## config.mk

```make
export PLATFORM = sky130hd
export DESIGN_NAME = framed_packet_receiver_top
export DESIGN_NICKNAME = d
export VERILOG_FILES = /design/src/hdl/fpr_pkg.sv /design/src/hdl/framed_packet_receiver_top.sv
export VERILOG_INCLUDE_DIRS = /design/src /design/src/hdl
export SDC_FILE = /design/constraint.sdc
export NUM_CORES = 1
export LEC_CHECK = 0
export ABC_CLOCK_PERIOD_IN_PS = 3800
export BUFFER_PORTS_ARGS = -buffer_cell sky130_fd_sc_hd__buf_2
export CAP_MARGIN = 20
export CORE_MARGIN = 2
export CORE_UTILIZATION = 62
export CTS_CLUSTER_DIAMETER = 150
export CTS_CLUSTER_SIZE = 12
export DETAILED_ROUTE_END_ITERATION = 7
export PLACE_DENSITY_LB_ADDON = 0.25
export SLEW_MARGIN = 10
export SYNTH_ARGS = -nofsm -noshare
export SYNTH_HDL_FRONTEND = slang
export SYNTH_SLANG_ARGS = --single-unit
```

## constraint.sdc

```tcl
create_clock -name clock -period 3.8 [get_ports clock]
set_input_delay 0.76 -clock clock [delete_from_list [all_inputs] [get_ports clock]]
set_output_delay 0.76 -clock clock [all_outputs]
set_load 0.05 [all_outputs]
```

## src/hdl/framed_packet_receiver_top_assert.svh

```systemverilog
// Assertion macros for the framed packet receiver.
// Used by framed_packet_receiver_top.sv; needs nothing else.
`ifndef FRAMED_PACKET_RECEIVER_TOP_ASSERT_SVH
`define FRAMED_PACKET_RECEIVER_TOP_ASSERT_SVH

`ifndef SYNTHESIS

// Condition holds at every edge outside reset.
`define FPR_ASSERT_ALWAYS(lbl, clk, rst, cond, msg) \
   lbl: assert property (@(posedge clk) disable iff (rst) (cond)) else $error(msg);

// Antecedent implies consequent at the same edge.
`define FPR_ASSERT_IMPLY(lbl, clk, rst, pre, post, msg) \
   lbl: assert property (@(posedge clk) disable iff (rst) (pre) |-> (post)) else $error(msg);

// Antecedent implies consequent at the next edge.
`define FPR_ASSERT_NEXT(lbl, clk, rst, pre, post, msg) \
   lbl: assert property (@(posedge clk) disable iff (rst) (pre) |=> (post)) else $error(msg);

`else

`define FPR_ASSERT_ALWAYS(lbl, clk, rst, cond, msg)
`define FPR_ASSERT_IMPLY(lbl, clk, rst, pre, post, msg)
`define FPR_ASSERT_NEXT(lbl, clk, rst, pre, post, msg)

`endif

`endif

```

## src/hdl/fpr_pkg.sv

```systemverilog
// Types and codes for the framed packet receiver.
// No dependencies; imported by framed_packet_receiver_top.
`default_nettype none

package fpr_pkg;

   typedef logic [7:0] byte_type;

   // Receiver state, also reported as the item status.
   typedef enum logic [2:0] {
      ST_START  = 3'd0,
      ST_LENGTH = 3'd1,
      ST_DATA   = 3'd2,
      ST_CHECK  = 3'd3,
      ST_END    = 3'd4,
      ST_DONE   = 3'd5,
      ST_ERROR  = 3'd6
   } state_type;

   typedef logic [1:0] csr_index_type;

   localparam csr_index_type CSR_START_CODE = 2'd0;
   localparam csr_index_type CSR_END_CODE   = 2'd1;

   localparam byte_type START_CODE_RESET = 8'h02;
   localparam byte_type END_CODE_RESET   = 8'h03;

endpackage

`default_nettype wire

```

## src/hdl/framed_packet_receiver_top.sv

```systemverilog
// Framed packet receiver: start / length / payload / XOR check / end parser.
// Each accepted byte yields one result item, registered in the output register.
// Throughput: 1 byte per cycle while the result register is not stalled; the parser
// state update is combinational and feeds the result register directly.
// Reset (synchronous, active high): hunt for start code, counters and check
// cleared, start/end codes back to 0x02/0x03, output register empty.
`default_nettype none

`include "framed_packet_receiver_top_assert.svh"

module framed_packet_receiver_top
   import fpr_pkg::*;
#(
   parameter int unsigned MAX_PAYLOAD = 255   // 1..255
)(
   input  wire logic          clock,
   input  wire logic          reset,

   // received byte channel
   input  wire logic          req_valid,
   output logic               req_stall,
   input  wire logic [7:0]    req_rx_byte,

   // result channel
   output logic               rsp_valid,
   input  wire logic          rsp_stall,
   output logic [2:0]         rsp_status,
   output logic               rsp_data_valid,
   output logic [7:0]         rsp_data_byte,
   output logic [7:0]         rsp_data_index,
   output logic [7:0]         rsp_frame_length,
   output logic               rsp_frame_done,
   output logic               rsp_frame_error,

   // configuration writes
   input  wire logic          csr_write_enable,
   input  wire csr_index_type csr_index,
   input  wire logic [7:0]    csr_write_data
);

   localparam byte_type MAX_PAYLOAD_BYTE = 8'(MAX_PAYLOAD);

   // ---------------------------------------------------------------
   // Handshake: the output register parts the two sides. A new byte is
   // taken unless the result register holds an item that is stalled.
   // ---------------------------------------------------------------
   logic req_accept;
   logic rsp_valid_ff, rsp_valid_in;

   assign req_stall  = rsp_valid_ff & rsp_stall;
   assign req_accept = req_valid & ~req_stall;

   // ---------------------------------------------------------------
   // Configuration registers
   // ---------------------------------------------------------------
   byte_type start_code_ff;
   byte_type end_code_ff;

   always_ff @(posedge clock) begin
      if (reset) begin
         start_code_ff <= START_CODE_RESET;
         end_code_ff   <= END_CODE_RESET;
      end else if (csr_write_enable) begin
         unique case (csr_index)
            CSR_START_CODE: start_code_ff <= csr_write_data;
            CSR_END_CODE:   end_code_ff   <= csr_write_data;
            default: ;      // unmapped index: write dropped
         endcase
      end
   end

   // ---------------------------------------------------------------
   // Parser state
   // ---------------------------------------------------------------
   state_type state_ff, state_in;
   byte_type  count_ff, count_in;     // payload bytes taken so far
   byte_type  check_ff, check_in;     // running XOR, seeded by start byte
   byte_type  length_ff, length_in;   // length byte of current frame

   always_ff @(posedge clock) begin
      if (reset) begin
         state_ff  <= ST_START;
         count_ff  <= '0;
         check_ff  <= '0;
         length_ff <= '0;
      end else if (req_accept) begin
         state_ff  <= state_in;
         count_ff  <= count_in;
         check_ff  <= check_in;
         length_ff <= length_in;
      end
   end

   // per-item result, before the output register
   logic     data_valid_in;
   byte_type data_byte_in;
   byte_type data_index_in;
   logic     frame_done_in;
   logic     frame_error_in;

   always_comb begin
      byte_type count_inc;
      count_inc      = count_ff + 8'd1;

      state_in       = state_ff;
      count_in       = count_ff;
      check_in       = check_ff;
      length_in      = length_ff;
      data_valid_in  = 1'b0;
      data_byte_in   = '0;
      data_index_in  = '0;
      frame_done_in  = 1'b0;
      frame_error_in = 1'b0;

      unique case (state_ff)
         ST_START: begin
            // anything but the start code is dropped while hunting
            if (req_rx_byte == start_code_ff) begin
               check_in = req_rx_byte;
               count_in = '0;
               state_in = ST_LENGTH;
            end
         end
         ST_LENGTH: begin
            length_in = req_rx_byte;
            check_in  = check_ff ^ req_rx_byte;
            count_in  = '0;
            if (req_rx_byte > MAX_PAYLOAD_BYTE) begin
               state_in       = ST_ERROR;
               frame_error_in = 1'b1;
            end else if (req_rx_byte == 8'd0) begin
               state_in = ST_CHECK;   // empty payload
            end else begin
               state_in = ST_DATA;
            end
         end
         ST_DATA: begin
            if (count_ff < MAX_PAYLOAD_BYTE) begin
               data_valid_in = 1'b1;
               data_byte_in  = req_rx_byte;
               data_index_in = count_ff;
               check_in      = check_ff ^ req_rx_byte;
               count_in      = count_inc;
               if (count_inc >= length_ff) begin
                  state_in = ST_CHECK;
               end
            end else begin
               // overrun guard; the length bound keeps this from firing
               state_in       = ST_ERROR;
               frame_error_in = 1'b1;
            end
         end
         ST_CHECK: begin
            if (req_rx_byte == check_ff) begin
               state_in = ST_END;
            end else begin
               state_in       = ST_ERROR;
               frame_error_in = 1'b1;
            end
         end
         ST_END: begin
            if (req_rx_byte == end_code_ff) begin
               state_in      = ST_DONE;
               frame_done_in = 1'b1;
            end else begin
               state_in       = ST_ERROR;
               frame_error_in = 1'b1;
            end
         end
         default: ;   // done and error hold until reset
      endcase
   end

   // ---------------------------------------------------------------
   // Result register
   // ---------------------------------------------------------------
   state_type rsp_status_ff;
   logic      rsp_data_valid_ff;
   byte_type  rsp_data_byte_ff;
   byte_type  rsp_data_index_ff;
   byte_type  rsp_frame_length_ff;
   logic      rsp_frame_done_ff;
   logic      rsp_frame_error_ff;

   assign rsp_valid_in = req_accept | (rsp_valid_ff & rsp_stall);

   always_ff @(posedge clock) begin
      if (reset) begin
         rsp_valid_ff <= 1'b0;
      end else begin
         rsp_valid_ff <= rsp_valid_in;
      end
   end

   always_ff @(posedge clock) begin
      if (req_accept) begin
         rsp_status_ff       <= state_in;
         rsp_data_valid_ff   <= data_valid_in;
         rsp_data_byte_ff    <= data_byte_in;
         rsp_data_index_ff   <= data_index_in;
         rsp_frame_length_ff <= length_in;
         rsp_frame_done_ff   <= frame_done_in;
         rsp_frame_error_ff  <= frame_error_in;
      end
   end

   assign rsp_valid        = rsp_valid_ff;
   assign rsp_status       = rsp_status_ff;
   assign rsp_data_valid   = rsp_data_valid_ff;
   assign rsp_data_byte    = rsp_data_byte_ff;
   assign rsp_data_index   = rsp_data_index_ff;
   assign rsp_frame_length = rsp_frame_length_ff;
   assign rsp_frame_done   = rsp_frame_done_ff;
   assign rsp_frame_error  = rsp_frame_error_ff;

   // ---------------------------------------------------------------
   // Assertions
   // ---------------------------------------------------------------
   `FPR_ASSERT_IMPLY(a_done_status, clock, reset, rsp_valid && rsp_frame_done,
      rsp_status == ST_DONE && !rsp_frame_error, "done pulse without done status")
   `FPR_ASSERT_IMPLY(a_error_status, clock, reset, rsp_valid && rsp_frame_error,
      rsp_status == ST_ERROR, "error pulse without error status")
   `FPR_ASSERT_IMPLY(a_payload_index, clock, reset, rsp_valid && rsp_data_valid,
      rsp_data_index < rsp_frame_length, "payload index outside frame length")
   `FPR_ASSERT_NEXT(a_done_sticky, clock, reset, state_ff == ST_DONE,
      state_ff == ST_DONE, "done state left without reset")
   `FPR_ASSERT_NEXT(a_error_sticky, clock, reset, state_ff == ST_ERROR,
      state_ff == ST_ERROR, "error state left without reset")

endmodule

`default_nettype wire

```

==> impl_results.md, run 1 <==
- Result of the run: finished clean
- Sequential cell area fraction in the yosys report: 46.3%
- Required time of the critical path: 3.88 ns
- Post-CTS sizing: 0
- H-tree level count: 3
- Total of endpoints with negative setup slack in the final report: 0
- Avg Cell Area, Syn: 10.1 um2
- Number of clock sinks seen by CTS: 74
- Number of max-slew violations in the final report: 0
- Post-route DRC: 0
- Final Cycle Share: 68.2%
- Vias: 2979
- Clock buffer count from CTS: 9
- Vias in the first global route: 2836
- CP cell instances: ha_1, nand3_2, nor2_1, xor2_1, ha_1, and4_1, o21ai_0, nor3_1, o21ai_0, nand2_1
- Transition at the pin with the smallest max-transition slack: 0.815 ns
- Placed wire-length estimate after detailed placement: 5620 um
- Maximum root-to-sink buffer count: 2
- Worst IR drop on VDD: 281 uV
- Detailed-router iteration count before antenna repair: 5
- Worst reg-to-reg setup slack: 1.21 ns
- Total chip power: 1.92 mW
- Count of boundary I/O pins: 55
- Hold-fix buffers at CTS: 0
- Antenna violations before repair: 0
- Arrival @ worst endpoint: 2.67 ns
- RSZ-0062 raised after global routing: false
- Mapped Nets: 412
- Standard cell with the maximum stage delay on the critical path: sky130_fd_sc_hd__dfxtp_1
- Count of flip-flops with a built-in enable after synthesis: 30
- Standard-cell rows: 28
- Clock root cell: sky130_fd_sc_hd__clkbuf_8
- Clk pin slew, worst setup/hold paths: 0.08 ns
- # fillers: 446
- Count of cell types in the netlist: 53
- Peak per-stage delay on the critical path: 0.42 ns
- Width of the die: 82.8 um
- CP Launch Type: flip-flop
- F_max: 0.386 GHz
- Worst-skew pair later-pin latency: 0.34 ns
- YS warnings: 0
- Register bit count reported by yosys: 74
- Hold Vio Cnt, Final: 0
- Worst-case clock skew: 0.0112 ns
- Die area: 6850 um2
- Gate Count Post-Synth: 380
- Dominant delay contributor by cell family on the critical path: simple AND/OR/NAND/NOR gates
- Count of input and output buffers: 54
- Largest net degree at the start of global routing: 51
- Violation count after the first detailed-routing iteration: 233
- Fraction of final layout cells with drive strength greater than 1: 21.3%
- Max-cap violation count: 0
- Setup TNS: 0 ns
- Effective utilization at floorplan: 64.6%
- Post CTS Setup Buffer Count: 0
- Height of the die: 82.8 um
- Sort of element at the end of the critical path: flip-flop
- Total buffers and inverters traversed by the critical path: 0
- Total congestion overflow: 0
- Hold slack: 0.494 ns
- Critical path class: reg -> reg
- Final Critical Period: 2.59 ns
- Ant diodes: 0
- Leakage Power: 1.68 nW
- Area Growth Syn to Fin: 12.0%
- First-pass GRT wire length: 13600 um
- CTS tree: yes
- Predominant post-synthesis flop cell: sky130_fd_sc_hd__dfxtp_1
- Power density over the cells: 445 nW/um2
- Post-synthesis instance area: 3850 um2
- Gp weighted congestion: 0.806
- ANT nets after route: 0
- Commonest cells after routing, fill and taps aside: 54 x sky130_fd_sc_hd__buf_2, 51 x sky130_fd_sc_hd__nor2_1, 44 x sky130_fd_sc_hd__dfxtp_1
- Headroom to the max-slew limit: 45.7%
- Via density: 5.93
- Largest fanout on the critical path: 6
- GRT Total Usage: 26.6%
- Share of synthesized registers carrying an async set or reset: 0%
- Commonest non-fill, non-tap cell in the layout: sky130_fd_sc_hd__buf_2
- Worst hold-check path type: reg -> reg
- Wire length reported by the detailed router: 8330 um
- Final nets: 454
- Routed length per instance: 16.6 um
- Floorplan Core Area: 5960 um2
==> cell type report <==
type / count / area [um2] / share of cell area (%)
clock buffer: 10 / 128 / 2.96
clock inverter: 6 / 106 / 2.47
inverter: 15 / 56.3 / 1.31
multi-input combinational: 264 / 1840 / 42.8
sequential: 74 / 1780 / 41.3
tap: 75 / 93.8 / 2.18
timing repair buffer: 58 / 300 / 6.97
==> routing by layer <==
| layer | vias up | wire length, um | global-route usage (%) |
|---|---|---|---|
| met2 | 107 | 4060 | 43.9 |
| met1 | 1417 | 3620 | 34.7 |
| met5 | - | 0 | 0 |
| met4 | 0 | 195 | 11.0 |
| met3 | 21 | 457 | 4.44 |
| li1 | 1434 | - | - |
==> through the flow <==
step	setup WS [ns]	instances	instance area, um2	util [%]
3_3_place_gp	1.48	486	4080	68.4
5_1_grt	1.03	502	4310	72.4
3_5_place_dp	1.28	486	4080	68.4
4_1_cts	1.25	502	4310	72.4
6_report	1.21	502	4310	72.4
2_1_floorplan	1.42	380	3850	-
==> flip-flops by register name (all words and copies together), names as in the netlist <==
signal            cells
check_ff              8
count_ff              8
end_code_ff           8
length_ff             8
rsp_data_byte         8
rsp_data_index        8
rsp_data_valid        1
rsp_frame_done        1
rsp_frame_error       1
rsp_frame_length      8
rsp_status            3
rsp_valid             1
start_code_ff         8
state_ff              3
==> worst reg2reg max path: cells and delay by family, from the launching register on <==
family	cells	cell delay (ns)
DFF	1	0.42
adders and majority gates	2	0.57
xor gates and xnor gates	1	0.25
and+or+nand+nor	5	0.74
AOI/OAI and AO/OA	2	0.36
==> cell usage after synthesis, drive strengths merged, types with 3 or more instances <==
library cell   n  area (um2)
mux2i         14         140
inv           15        56.3
clkbuf        11        41.3
xnor2         26         325
edfxtp        30         901
o21ai         18        97.6
a311oi         5        43.8
nand4         10        83.8
a21boi         3        30.0
ha             9         113
nor3           8        40.0
o31ai          9        67.6
buf           16         133
nand4b         6        52.6
xor2           4        35.0
nor2          52         198
dfxtp         44         881
nor3b          3        27.5
and2          18         113
nand3         12        65.1
a31oi         11        75.1
a211o          3        26.3
nand2         20        75.1
a21oi         16        80.1
==> worst paths after layout <==
kind                         end  depth (start not counted)           start
setup / recovery   rsp_status[0]                         10     count_ff[0]
hold / removal    end_code_ff[0]                          1  end_code_ff[0]
setup reg to reg   rsp_status[0]                         10     count_ff[0]
hold reg to reg   end_code_ff[0]                          1  end_code_ff[0]
==> cells by family (layout without fill, tap and decap cells) <==
| group | Yosys count | after routing | share of synthesized area [%] |
|---|---|---|---|
| muxes | 15 | 15 | 3.93 |
| AOI/OAI and AO/OA | 74 | 74 | 13.2 |
| xor gates and xnor gates | 30 | 30 | 9.36 |
| adders and majority gates | 9 | 9 | 2.93 |
| and+or+nand+nor | 136 | 136 | 18.3 |
| DFF | 74 | 74 | 46.3 |
| buffers and inverters | 42 | 89 | 5.98 |
==> report_power, final <==
part | leakage, nW | switching (mW) | internal (mW)
Sequential | 0.660 | 0.0253 | 0.868
Clock | 0.114 | 0.281 | 0.433
Combinational | 0.904 | 0.218 | 0.0953
No activity file was read; power rests on OpenSTA's default activity.
==> run 2, diff against run 1 <==
--- a/config.mk
+++ b/config.mk
@@ -6,11 +6,11 @@
 export SDC_FILE = /design/constraint.sdc
 export NUM_CORES = 1
 export LEC_CHECK = 0
-export ABC_CLOCK_PERIOD_IN_PS = 3800
+export ABC_CLOCK_PERIOD_IN_PS = 2260
 export BUFFER_PORTS_ARGS = -buffer_cell sky130_fd_sc_hd__buf_2
 export CAP_MARGIN = 20
 export CORE_MARGIN = 2
-export CORE_UTILIZATION = 62
+export CORE_UTILIZATION = 52
 export CTS_CLUSTER_DIAMETER = 150
 export CTS_CLUSTER_SIZE = 12
 export DETAILED_ROUTE_END_ITERATION = 7
==> constraint.sdc (replaced) <==
create_clock -name clock -period 2.26 [get_ports clock]
set_input_delay 0.452 -clock clock [delete_from_list [all_inputs] [get_ports clock]]
set_output_delay 0.452 -clock clock [all_outputs]
set_load 0.05 [all_outputs]
==> impl_results.md, run 2 (synthesized netlist as in run 1, its figures left out) <==
- Result of the run: finished clean
- Worst-skew pair later-pin latency: 0.35 ns
- Crit. Startpoint: count_ff[0]
- Switching part of the total: 28.2%
- Required time of the critical path: 2.50 ns
- Total of endpoints with negative setup slack in the final report: 0
- Die area: 8110 um2
- Final Cycle Share: 91.8%
- Part of the power in the clock network: 34.8%
- Number of max-slew violations in the final report: 0
- Clock buffer count from CTS: 9
- Wire length reported by the detailed router: 8160 um
- ANT nets after route: 0
- Arrival @ worst endpoint: 2.32 ns
- Ant diodes: 0
- Sort of element at the end of the critical path: flip-flop
- Worst reg2reg startpoint: count_ff[0]
- Number of clock sinks seen by CTS: 74
- Transition at the pin with the smallest max-transition slack: 0.695 ns
- Total buffers and inverters traversed by the critical path: 1
- CP Launch Type: flip-flop
- Width of the die: 90.0 um
- Commonest cells after routing, fill and taps aside: 54 x sky130_fd_sc_hd__buf_2, 50 x sky130_fd_sc_hd__nor2_1, 42 x sky130_fd_sc_hd__dfxtp_1
- Clock root cell: sky130_fd_sc_hd__clkbuf_8
- Max-cap violation count: 0
- Hold Vio Cnt, Final: 0
- H-tree level count: 3
- Detailed-router iteration count before antenna repair: 4
- Crit Reg-Reg Endpoint: count_ff[4]
- Highest signal layer in the routed design: met4
- Cell depth of the worst setup path: 7
- GRT Total Usage: 21.3%
- Leakage Power: 1.74 nW
- Fin area: 4460 um2
- Cell count of the worst hold path: 2
- Fraction of final layout cells with drive strength greater than 1: 25.3%
- Largest net degree at the start of global routing: 51
- Setup TNS: 0 ns
- Vias: 2908
- # fillers: 629
- Routed length per instance: 15.1 um
- First-pass GRT wire length: 13800 um
- Post CTS Setup Buffer Count: 0
- Placed wire-length estimate after detailed placement: 5680 um
- Gp weighted congestion: 0.895
- Switch Pwr: 0.881 mW
- Worst hold-check path type: in -> reg
- Standard-cell rows: 31
- Post-route DRC: 0
- Clk pin slew, worst setup/hold paths: 0.08 ns
- Detailed-routing wirelength on met1: 3820 um
- Final nets: 470
- Number of standard cells in the final layout excluding fillers: 541
- Post-CTS sizing: 0
- CP cell instances: ha_1, nand3_2, buf_4, o21ai_2, a21boi_2, a31oi_1, a311oi_1
- Placed inst area: 4230 um2
- Total chip power: 3.13 mW
- Worst R2R Path Depth: 7
- Routed length on met2: 3770 um
- Largest fanout on the critical path: 14
- Standard cell with the maximum stage delay on the critical path: sky130_fd_sc_hd__a21boi_2
- Count of boundary I/O pins: 55
- F_max: 0.482 GHz
- Final Critical Period: 2.07 ns
- Via density: 5.38
- RSZ-0062 raised after global routing: false
- CTS tree: yes
- Count of input and output buffers: 54
- Cell count after placement: 526
- Antenna violations before repair: 0
- Worst-case clock skew: 0.00729 ns
- Maximum root-to-sink buffer count: 2
- Worst reg-to-reg setup slack: 0.19 ns
- Critical path class: reg -> reg
- Commonest non-fill, non-tap cell in the layout: sky130_fd_sc_hd__buf_2
- Area used by sequential logic in the layout: 1780 um2
- Flop pwr share: 48.0%
- Hold-fix buffers at CTS: 0
- Worst IR drop on VDD: 309 uV
- Internal: 2.25 mW
- Effective utilization at floorplan: 53.3%
- Power density over the cells: 701 nW/um2
- Met3 Wirelength: 338 um
- Vias in the first global route: 2846
- Dominant delay contributor by cell family on the critical path: compound AO/OA/AOI/OAI gates
- Headroom to the max-slew limit: 53.4%
- Logic pwr share: 17.2%
- Height of the die: 90.0 um
- Total congestion overflow: 0
- Area Growth Syn to Fin: 15.8%
- Area of combinational cells with multiple inputs: 1870 um2
- Violation count after the first detailed-routing iteration: 144
- Capturing element of the worst setup path: count_ff[4]
- Peak per-stage delay on the critical path: 0.56 ns
- Floorplan Core Area: 7210 um2
-- run 2: worst register-to-register path: stages, from the launching register on --
cell                       delay, ns
sky130_fd_sc_hd__dfxtp_2        0.33
sky130_fd_sc_hd__ha_1           0.22
sky130_fd_sc_hd__nand3_2        0.11
sky130_fd_sc_hd__buf_4          0.15
sky130_fd_sc_hd__o21ai_2        0.08
sky130_fd_sc_hd__a21boi_2       0.56
sky130_fd_sc_hd__a31oi_1        0.20
sky130_fd_sc_hd__a311oi_1       0.32
-- run 2: routing by layer --
layer,vias up,track usage [%]
li1,1462,-
met1,1357,28.0
met2,70,34.2
met3,19,4.78
met4,0,8.85
met5,-,0
-- run 2: area by class of cell --
class / instances / share of cell area, %
Sequential cell: 74 / 40.0
Clock inverter: 5 / 1.80
Tap cell: 99 / 2.78
Clock buffer: 10 / 2.86
Inverter: 15 / 1.26
Multi-Input combinational cell: 264 / 41.8
Timing Repair Buffer: 74 / 9.43
-- run 2: power by group through the flow --
stage	clock network [mW]	registers [mW]	logic [mW]
finish	1.09	1.50	0.537
global route	1.16	1.51	0.582
CTS	1.11	1.50	0.537
detailed placement	0	1.53	0.536
global placement	0	1.53	0.530
floorplan	0	1.65	0.296
-- run 2: how the worst min path moves through the flow --
stage / startpoint / end / slack (ns)
after detailed placement: end_code_ff[1] / end_code_ff[1] / 0.47
after floorplan: end_code_ff[0] / end_code_ff[0] / 0.46
final: csr_write_data[1] / start_code_ff[1] / 0.32
after CTS: csr_write_data[1] / start_code_ff[1] / 0.31
after global routing: csr_write_data[1] / start_code_ff[1] / 0.31
after global placement: end_code_ff[0] / end_code_ff[0] / 0.47
-- run 2: stage by stage --
| stage | worst slack (ns) | hold WS, ns | util [%] |
|---|---|---|---|
| finish | 0.185 | 0.321 | 61.8 |
| global route | 0.0247 | 0.313 | 61.8 |
| CTS | 0.0216 | 0.310 | 61.5 |
| detailed placement | 0.0328 | 0.475 | 58.6 |
| global placement | 0.141 | 0.469 | 58.6 |
| floorplan | 0.0552 | 0.457 | - |
==> run 3, diff against run 2 <==
--- a/config.mk
+++ b/config.mk
@@ -11,9 +11,11 @@
 export CAP_MARGIN = 20
 export CORE_MARGIN = 2
 export CORE_UTILIZATION = 52
+export CTS_BUF_LIST = sky130_fd_sc_hd__clkbuf_16
 export CTS_CLUSTER_DIAMETER = 150
 export CTS_CLUSTER_SIZE = 12
 export DETAILED_ROUTE_END_ITERATION = 7
+export HOLD_SLACK_MARGIN = 0.1
 export PLACE_DENSITY_LB_ADDON = 0.25
 export SLEW_MARGIN = 10
 export SYNTH_ARGS = -nofsm -noshare
==> impl_results.md, run 3 (synthesized netlist as in run 1, its figures left out) <==
- Result of the run: finished clean
- Hold Vio Cnt, Final: 0
- Clock root cell: sky130_fd_sc_hd__clkbuf_16
- Number of clock sinks seen by CTS: 74
- Arrival @ worst endpoint: 2.36 ns
- Cell depth of the worst setup path: 10
- Via density: 5.44
- First-pass GRT wire length: 14100 um
- Final nets: 470
- Power density over the cells: 774 nW/um2
- CP Launch Type: flip-flop
- Hold-fix buffers at CTS: 0
- Commonest cells after routing, fill and taps aside: 54 x sky130_fd_sc_hd__buf_2, 50 x sky130_fd_sc_hd__nor2_1, 42 x sky130_fd_sc_hd__dfxtp_1
- Placed wire-length estimate after detailed placement: 5680 um
- Leakage Power: 1.79 nW
- Fin area: 4560 um2
- Critical path class: reg -> reg
- Capturing element of the worst setup path: state_ff[0]
- Floorplan Core Area: 7210 um2
- Post CTS Setup Buffer Count: 0
- Total of endpoints with negative setup slack in the final report: 0
- Headroom to the max-slew limit: 52.4%
- Standard cell with the maximum stage delay on the critical path: sky130_fd_sc_hd__dfxtp_2
- Worst R2R Path Depth: 10
- Worst-skew pair later-pin latency: 0.34 ns
- Standard-cell rows: 31
- CTS tree: yes
- Vias in the first global route: 2878
- Count of input and output buffers: 54
- Detailed-router iteration count before antenna repair: 4
- Wire length reported by the detailed router: 8400 um
- Transition at the pin with the smallest max-transition slack: 0.710 ns
- Worst reg-to-reg setup slack: 0.15 ns
- Crit. Startpoint: count_ff[0]
- ANT nets after route: 0
- Die area: 8110 um2
- Vias: 2945
- Count of boundary I/O pins: 55
- Post-CTS sizing: 0
- Final Cycle Share: 93.5%
- Number of max-slew violations in the final report: 0
- Dominant delay contributor by cell family on the critical path: adder cells
- Worst IR drop on VDD: 436 uV
- Fraction of final layout cells with drive strength greater than 1: 25.6%
- Max-cap violation count: 0
- F_max: 0.473 GHz
- Sort of element at the end of the critical path: flip-flop
- GRT Total Usage: 21.8%
- Largest fanout on the critical path: 5
- Commonest non-fill, non-tap cell in the layout: sky130_fd_sc_hd__buf_2
- Gp weighted congestion: 0.895
- Clock buffer count from CTS: 9
- Placed inst area: 4230 um2
- Area Growth Syn to Fin: 18.5%
- Final Critical Period: 2.11 ns
- CP cell instances: ha_2, nand3_2, buf_4, xnor2_1, ha_1, and4_1, o21ai_0, nor3_1, o21ai_1, a311oi_1
- Worst hold-check path type: in -> reg
- Post-route DRC: 0
- H-tree level count: 3
- Worst reg2reg startpoint: count_ff[0]
- Total buffers and inverters traversed by the critical path: 1
- RSZ-0062 raised after global routing: false
- Peak per-stage delay on the critical path: 0.35 ns
- Violation count after the first detailed-routing iteration: 128
- Antenna violations before repair: 0
- Worst-case clock skew: 0.00714 ns
- Total congestion overflow: 0
- Ant diodes: 0
- Total chip power: 3.53 mW
- Routed length per instance: 15.5 um
- Crit Reg-Reg Endpoint: state_ff[0]
- Width of the die: 90.0 um
- Required time of the critical path: 2.51 ns
- Clk pin slew, worst setup/hold paths: 0.06 ns
- Largest net degree at the start of global routing: 51
- Height of the die: 90.0 um
- Effective utilization at floorplan: 53.3%
- Setup TNS: 0 ns
- Maximum root-to-sink buffer count: 2
[run 3: worst min path at each step]
stage / start / end / depth (start not counted)
2_1_floorplan: end_code_ff[0] / end_code_ff[0] / 1
3_5_place_dp: end_code_ff[1] / end_code_ff[1] / 1
3_3_place_gp: end_code_ff[0] / end_code_ff[0] / 1
4_1_cts: csr_write_data[1] / start_code_ff[1] / 2
5_1_grt: csr_write_data[1] / start_code_ff[1] / 2
6_report: csr_write_data[1] / start_code_ff[1] / 2
[run 3: power by group]
group	leakage (nW)	internal (mW)	switching (mW)
combinational	0.981	0.173	0.366
sequential	0.661	1.46	0.0408
clock	0.149	0.953	0.538
total	1.79	2.59	0.944
[run 3: worst reg2reg max path, stage by stage (launching register included)]
cell and delay, ns:
sky130_fd_sc_hd__dfxtp_2 0.35, sky130_fd_sc_hd__ha_2 0.20, sky130_fd_sc_hd__nand3_2 0.11, sky130_fd_sc_hd__buf_4 0.17, sky130_fd_sc_hd__xnor2_1 0.12, sky130_fd_sc_hd__ha_1 0.28, sky130_fd_sc_hd__and4_1 0.18, sky130_fd_sc_hd__o21ai_0 0.08
sky130_fd_sc_hd__nor3_1 0.19, sky130_fd_sc_hd__o21ai_1 0.12, sky130_fd_sc_hd__a311oi_1 0.23
[run 3: area by class of cell]
| cell class | instances | area [um2] |
|---|---|---|
| clock buffers | 9 | 225 |
| well taps | 99 | 124 |
| clock inverters | 6 | 83.8 |
| multi-input cells | 264 | 1870 |
| flip-flops and latches | 74 | 1780 |
| inverters | 15 | 56.3 |
| fillers | 617 | 2650 |
| repair buffers | 74 | 420 |
[run 3: per-stage QoR]
stage | std cells | utilization [%] | hold slack, ns | setup WS (ns)
global placement | 526 | 58.6 | 0.469 | 0.141
global route | 541 | 63.2 | 0.334 | 0.00307
floorplan | 380 | - | 0.457 | 0.0552
finish | 541 | 63.2 | 0.330 | 0.147
CTS | 541 | 62.9 | 0.329 | 0.0161
detailed placement | 526 | 58.6 | 0.475 | 0.0328
[run 3: per-layer routing]
metal | track usage [%] | up-vias | part of all wire (%)
met3 | 4.86 | 14 | 5.1
met2 | 34.7 | 86 | 47
li1 | - | 1467 | -
met4 | 9.10 | 0 | 2.3
met1 | 28.7 | 1378 | 46
met5 | 0 | - | 0
